**src/rtl/core/ifq_pkg.sv**
```systemverilog
// Shared types and codes for the index allocator with a free queue.
package ifq_pkg;

	typedef enum logic {
		OP_ALLOC   = 1'b0,
		OP_RELEASE = 1'b1
	} ifq_op_t;

	typedef enum logic [1:0] {
		ST_GRANTED = 2'd0,
		ST_QUEUED  = 2'd1,
		ST_LOWERED = 2'd2,
		ST_REJECT  = 2'd3
	} ifq_status_t;

	typedef struct packed {
		ifq_op_t    operation;
		logic [7:0] release_index;
	} ifq_req_t;

	typedef struct packed {
		logic [7:0]  granted_index;
		ifq_status_t status;
		logic [8:0]  high_water;
	} ifq_rsp_t;

endpackage

```
**src/rtl/core/index_allocator_free_queue.sv**
```systemverilog
// Top level of the index allocator: high-water mark, free queue control and result register.
//
// Usage: a request word (allocate, or release of release_index) is taken at a clock
// edge where start is high and busy is low. busy is always low, so one request can be
// issued in every cycle. In the cycle after a request is taken, done is high for
// one cycle and rsp carries the result word: the granted index, the status and the
// high-water mark after the request. The receiver cannot stall; a result is gone
// after its cycle. Throughput is one request per cycle; the single read port of the
// queue memory is registered, and its read data feeds the result.
// An allocate takes the oldest queued index if the queue holds one, otherwise the
// mark, which then grows. A release of the index just below the mark lowers the
// mark; any other release below the mark joins the queue. Exhaustion, a release at
// or above the mark, and a release into a full queue return the reject status and
// change nothing. Reset clears the mark and the queue pointers and count; the queue
// memory itself is not cleared, since the count guards every read of it.
module index_allocator_free_queue
	import ifq_pkg::*;
#(
	parameter int INDEX_COUNT = 256
) (
	input  logic     clk,
	input  logic     arst_n,
	input  logic     start,
	output logic     busy,
	input  ifq_req_t req,
	output logic     done,
	output ifq_rsp_t rsp
);

	localparam int MW   = $clog2(INDEX_COUNT + 1);
	localparam int AW   = (INDEX_COUNT > 2) ? $clog2(INDEX_COUNT) : 1;
	localparam int CMPW = (MW > 9) ? MW : 9;

	logic [MW-1:0] mark_q, mark_d;
	logic [MW-1:0] count_q, count_d;
	logic [AW-1:0] head_q, head_d;
	logic [AW-1:0] tail_q, tail_d;

	logic [CMPW-1:0] mark_w, idx_w, mark_d_w;
	logic            accept;
	logic            q_nonempty, q_full, mark_full;
	logic            push, pop;
	ifq_status_t     status_d;
	logic [7:0]      grant_d;

	logic        done_s1;
	ifq_status_t status_s1;
	logic        from_queue_s1;
	logic [7:0]  grant_s1;
	logic [8:0]  hw_s1;
	logic [7:0]  rd_data;

	assign busy   = 1'b0;
	assign accept = start;

	assign mark_w     = CMPW'(mark_q);
	assign idx_w      = CMPW'(req.release_index);
	assign q_nonempty = (count_q != '0);
	assign q_full     = (count_q == MW'(INDEX_COUNT));
	assign mark_full  = (mark_q == MW'(INDEX_COUNT));

	always_comb begin
		mark_d   = mark_q;
		count_d  = count_q;
		head_d   = head_q;
		tail_d   = tail_q;
		push     = 1'b0;
		pop      = 1'b0;
		grant_d  = 8'd0;
		status_d = ST_REJECT;
		if (req.operation == OP_ALLOC) begin
			if (q_nonempty) begin
				pop      = 1'b1;
				status_d = ST_GRANTED;
			end else if (!mark_full) begin
				grant_d  = mark_w[7:0];
				mark_d   = mark_q + MW'(1);
				status_d = ST_GRANTED;
			end
		end else begin
			if (idx_w >= mark_w) begin
				status_d = ST_REJECT;
			end else if (idx_w + CMPW'(1) == mark_w) begin
				mark_d   = mark_q - MW'(1);
				status_d = ST_LOWERED;
			end else if (!q_full) begin
				push     = 1'b1;
				status_d = ST_QUEUED;
			end
		end
		if (pop) begin
			head_d  = (head_q == AW'(INDEX_COUNT - 1)) ? '0 : head_q + AW'(1);
			count_d = count_q - MW'(1);
		end
		if (push) begin
			tail_d  = (tail_q == AW'(INDEX_COUNT - 1)) ? '0 : tail_q + AW'(1);
			count_d = count_q + MW'(1);
		end
	end

	assign mark_d_w = CMPW'(mark_d);

	always_ff @(posedge clk or negedge arst_n) begin
		if (!arst_n) begin
			mark_q  <= '0;
			count_q <= '0;
			head_q  <= '0;
			tail_q  <= '0;
			done_s1 <= 1'b0;
		end else begin
			done_s1 <= accept;
			if (accept) begin
				mark_q  <= mark_d;
				count_q <= count_d;
				head_q  <= head_d;
				tail_q  <= tail_d;
			end
		end
	end

	always_ff @(posedge clk) begin
		if (accept) begin
			status_s1     <= status_d;
			from_queue_s1 <= pop;
			grant_s1      <= grant_d;
			hw_s1         <= mark_d_w[8:0];
		end
	end

	// The queue entry at the head is read at the accepting edge and lands with the result.
	ifq_queue_ram #(
		.DEPTH(INDEX_COUNT),
		.AW   (AW)
	) u_queue (
		.clk  (clk),
		.we   (accept && push),
		.waddr(tail_q),
		.wdata(req.release_index),
		.re   (accept && pop),
		.raddr(head_q),
		.rdata(rd_data)
	);

	assign done              = done_s1;
	assign rsp.granted_index = from_queue_s1 ? rd_data : grant_s1;
	assign rsp.status        = status_s1;
	assign rsp.high_water    = hw_s1;

	a_result_follows: assert property (@(posedge clk) disable iff (!arst_n)
		start && !busy |=> done)
		else $error("accepted request gave no result");

	a_no_grant_on_other: assert property (@(posedge clk) disable iff (!arst_n)
		done && rsp.status != ST_GRANTED |-> rsp.granted_index == 8'd0)
		else $error("nonzero index on a result that is not a grant");

	a_count_bound: assert property (@(posedge clk) disable iff (!arst_n)
		count_q <= MW'(INDEX_COUNT))
		else $error("queue count above its depth");

	a_mark_bound: assert property (@(posedge clk) disable iff (!arst_n)
		mark_q <= MW'(INDEX_COUNT))
		else $error("high-water mark above the index count");

	a_pop_needs_entry: assert property (@(posedge clk) disable iff (!arst_n)
		accept && pop |=> count_q == $past(count_q) - MW'(1))
		else $error("queue pop did not lower the count");

endmodule

```
**src/rtl/core/ifq_queue_ram.sv**
```systemverilog
// Storage for released indices: one write port and one registered read port.
module ifq_queue_ram #(
	parameter int DEPTH = 256,
	parameter int AW    = 8
) (
	input  logic          clk,
	input  logic          we,
	input  logic [AW-1:0] waddr,
	input  logic [7:0]    wdata,
	input  logic          re,
	input  logic [AW-1:0] raddr,
	output logic [7:0]    rdata
);

	logic [7:0] mem [DEPTH];

	always_ff @(posedge clk) begin
		if (we) begin
			mem[waddr] <= wdata;
		end
	end

	always_ff @(posedge clk) begin
		if (re) begin
			rdata <= mem[raddr];
		end
	end

endmodule

```
**config.mk**
```make
export PLATFORM = sky130hd
export DESIGN_NAME = index_allocator_free_queue
export DESIGN_NICKNAME = d
export VERILOG_FILES = /design/src/rtl/core/ifq_pkg.sv /design/src/rtl/core/index_allocator_free_queue.sv /design/src/rtl/core/ifq_queue_ram.sv
export SDC_FILE = /design/constraint.sdc
export NUM_CORES = 2
export LEC_CHECK = 0
export ABC_AREA = 1
export CAP_MARGIN = 15
export CORE_ASPECT_RATIO = 0.7
export CORE_MARGIN = 3
export CORE_UTILIZATION = 25
export DETAILED_ROUTE_END_ITERATION = 8
export DONT_BUFFER_PORTS = 1
export GPL_ROUTABILITY_DRIVEN = 0
export HOLD_SLACK_MARGIN = 0.08
export SETUP_SLACK_MARGIN = 0.4
export SYNTH_ARGS = -nofsm -noshare
export SYNTH_HDL_FRONTEND = slang
export SYNTH_SLANG_ARGS = --single-unit
export TNS_END_PERCENT = 50
```
**constraint.sdc**
```tcl
create_clock -name clk -period 5.4 [get_ports clk]
set_input_delay 0.27 -clock clk [delete_from_list [all_inputs] [get_ports clk]]
set_output_delay 0.27 -clock clk [all_outputs]
set_load 0.02 [all_outputs]
```
==> flow_summary.json <==
{
  "slew_headroom_pct": -5.956,
  "cts_buffers": 193,
  "grt_pass1_wl_mm": 366.7,
  "synth_cell_types": 40,
  "grt_max_degree": 257,
  "fin_skew_ps": 37.86,
  "fill_cells": 33750,
  "clock-sinks": 2111,
  "start_util_pct": 25.20,
  "syn_inst": 6736,
  "overflow": 0,
  "ys_warn_count": 0,
  "grt.met2_usage_pct": 19.15,
  "p_clk_share_pct": 31.2,
  "drt-wirelength-per-cell_um": 22.58,
  "vias": 56510,
  "fin_nets": 6638,
  "cts_tree": "yes",
  "grt_pass1_vias": 53200,
  "min_path_type": "in -> reg",
  "drive_gt1_share_pct": 6.707,
  "fin_setup_tns_ps": 0,
  "clk_latency_ps": 850,
  "clk_pin_slew_ps": 60,
  "num_io_pins": 33,
  "crit_chain": "clkinv_1 > ha_1 > nand2_1 > nor2_1 > a21oi_1 > nand3_1 > nor2_1 > nand4_4 > nor2_8 > nand4_4 > buf_4 > nor2_1",
  "syn-cell-area_sq_mm": 0.08493,
  "switching_share_pct": 35.47,
  "syn-num-nets": 6772,
  "first_pass_iters": 6,
  "whs_ps": 123.2,
  "routed_wl_mm": 254.4,
  "seq_area_frac_synth_pct": 74.43,
  "place.port_buffers": 0,
  "crit_type": "reg -> reg",
  "hold_violations": 0,
  "die_w_um": 702.7,
  "drtIter0Drc": 8596,
  "hold_depth": 2,
  "area_delta_synth_final_pct": 14.25,
  "grt_setup_unrepaired": "true",
  "dpl.hpwl_mm": 141.6,
  "outcome": "complete, but fails checks",
  "critPathCaptureType": "flip-flop",
  "drv_cap": 0,
  "period_needed_ps": 4800,
  "ir_drop_uv": 423.4,
  "combPwrFrac_pct": 28.5,
  "grt.met1_usage_pct": 20.87,
  "final_common_cell": "edfxtp_1",
  "p_per_area_mw_per_mm2": 474.0,
  "cts_buffer_depth": 4,
  "synth.ff_latch_count": 2111,
  "die_h_um": 493.7,
  "cts_root_buffer": "clkbuf_16",
  "grt_util_met3_pct": 5.343,
  "cp-start-kind": "flip-flop",
  "max_stage_delay_ps": 630,
  "row_count": 178,
  "tightestPinTransition_ps": 1589,
  "h-tree-depth": 4,
  "p_seq_share_pct": 40.3,
  "antenna_found_initial": 17,
  "layout_setup_ws_ps": 599.9,
  "setup_viol": 0,
  "internal-power_mw": 29.68,
  "cts_resized": 0,
  "fin_crit_sh_pct": 88.89,
  "reg2reg_slack_ps": 600,
  "cpMaxStageDelayCell": "nor2_1",
  "syn_avg_cell_area_sq_um": 12.61,
  "final_cell_mix": "2076 x edfxtp_1, 1504 x nor2_1, 1074 x o21ai_0",
  "fmax_ghz": 0.2083,
  "arrival_ps": 5250,
  "drv_slew": 80,
  "grt-busiest-layer": "met1",
  "rr_worst_depth": 12,
  "cp_common_cell": "nor2_1",
  "crit_required_ps": 5850,
  "ant_nets": 0,
  "p_leak_nw": 29.90,
  "route.detailed.drc": 0,
  "grt_usage_pct": 14.08,
  "core_sq_mm": 0.3370,
  "viasPerCell": 5.017,
  "pre_cts_slack_ps": 508.6,
  "violations": "slew limit",
  "critPathMaxFanout": 28,
  "p_switching_mw": 16.32,
  "die_area_sq_mm": 0.3469
}
final cells by class:
cell class	instances	area [sq um]	share of cell area [%]
Antenna cell	11	27.53	0.02837
Clock buffer	225	5014	5.167
Clock inverter	122	1464	1.509
Inverter	83	336.6	0.3469
Multi-Input combinational cell	4065	19530	20.13
Sequential cell	2111	63230	65.16
Tap cell	4500	5630	5.803
Timing Repair Buffer	148	1802	1.857
final timing paths:
kind | from | endpoint
max reg2reg | mark_q[7]$_DFFE_PN0P_ | u_queue.mem[103][4]$_DFFE_PP_
min reg2reg | count_q[8]$_DFFE_PN0P_ | count_q[8]$_DFFE_PN0P_
min in group asynchronous | arst_n | done$_DFF_PN0_
max in group asynchronous | arst_n | head_q[0]$_DFFE_PN0P_
max | mark_q[7]$_DFFE_PN0P_ | u_queue.mem[103][4]$_DFFE_PP_
min | req[7] | u_queue.mem[85][7]$_DFFE_PP_
per-stage QoR:
step | utilization, % | area, sq um | total power, mW | instances
2_1_floorplan | - | 84930 | 26.13 | 6736
3_3_place_gp | 26.64 | 89770 | 31.03 | 10870
3_5_place_dp | 26.64 | 89770 | 31.08 | 10870
4_1_cts | 28.66 | 96580 | 45.69 | 11230
5_1_grt | 28.79 | 97030 | 47.75 | 11260
6_report | 28.80 | 97030 | 46.00 | 11270
logic make-up after synthesis:
kind of cell,synth area share (%)
compound gates,11.37
xor+xnor,0.1650
fa+ha+maj,0.3624
buf+inv,2.585
flops,74.43
mux,0.1061
other cells,0.004415
simple gates,10.98
worst max-delay path: cells and delay by family, from the launching register on:
family | cells | cell delay [ps]
AO/OA/AOI/OAI | 1 | 140
adder cells (fa/ha/maj) | 1 | 380
AND/OR/NAND/NOR | 8 | 2640
flip-flops | 1 | 460
buffers and inverters | 2 | 760
what timing repair did:
action / in CTS / in global routing
hold endpoints to repair: 2153 / 614
setup endpoints to repair: 0 / 80
hold buffers: 15 / 10
buffers inserted: 0 / 3
sequential cells by signal (all words and copies together), names as in the netlist:
name / flops
u_queue.mem: 2048
done: 1
grant_s1: 8
mark_q: 9
head_q: 8
count_q: 9
hw_s1: 9
status_s1: 2
u_queue.rdata: 8
tail_q: 8
from_queue_s1: 1
power groups by stage:
stage / clock network (mW) / registers (mW) / logic, mW
floorplan: 0 / 18.6 / 7.55
global placement: 0 / 18.9 / 12.2
detailed placement: 0 / 18.9 / 12.2
CTS: 14.5 / 18.5 / 12.6
global route: 15.2 / 18.5 / 14.0
finish: 14.4 / 18.5 / 13.1
synth_stat cells (all sizes together):
| cell | instances | share of area [%] |
|---|---|---|
| ha | 23 | 0.34 |
| nor3 | 8 | 0.047 |
| nand3b | 1 | 0.0088 |
| dfrtp | 35 | 1.0 |
| edfxtp | 2076 | 73 |
| mux2 | 8 | 0.11 |
| inv | 76 | 0.34 |
| a21oi | 112 | 0.66 |
| o221ai | 69 | 0.71 |
| fa | 1 | 0.024 |
| or2 | 3 | 0.022 |
| xnor2 | 2 | 0.021 |
| o21bai | 1 | 0.0088 |
| o22ai | 270 | 2.0 |
| nor4 | 2 | 0.015 |
| buf | 72 | 0.43 |
| conb | 1 | 0.0044 |
| nand4 | 36 | 0.34 |
| nor2 | 1508 | 6.7 |
| clkinv | 7 | 0.031 |
| xor2 | 14 | 0.14 |
| clkbuf | 405 | 1.8 |
| nand2 | 397 | 1.8 |
| o211ai | 187 | 1.7 |
| nand3 | 344 | 2.1 |
| o21ai | 1075 | 6.3 |
| and2 | 3 | 0.022 |
per-layer routing:
metal	vias to the layer above	part of all wire, %	wire [um]
met5	-	0.070	177
met4	26	2.7	6839
met3	416	14	35320
met2	3417	40	101800
met1	28100	43	110300
li1	24550	-	-
Note: power is estimated with default switching activity, not from simulation.
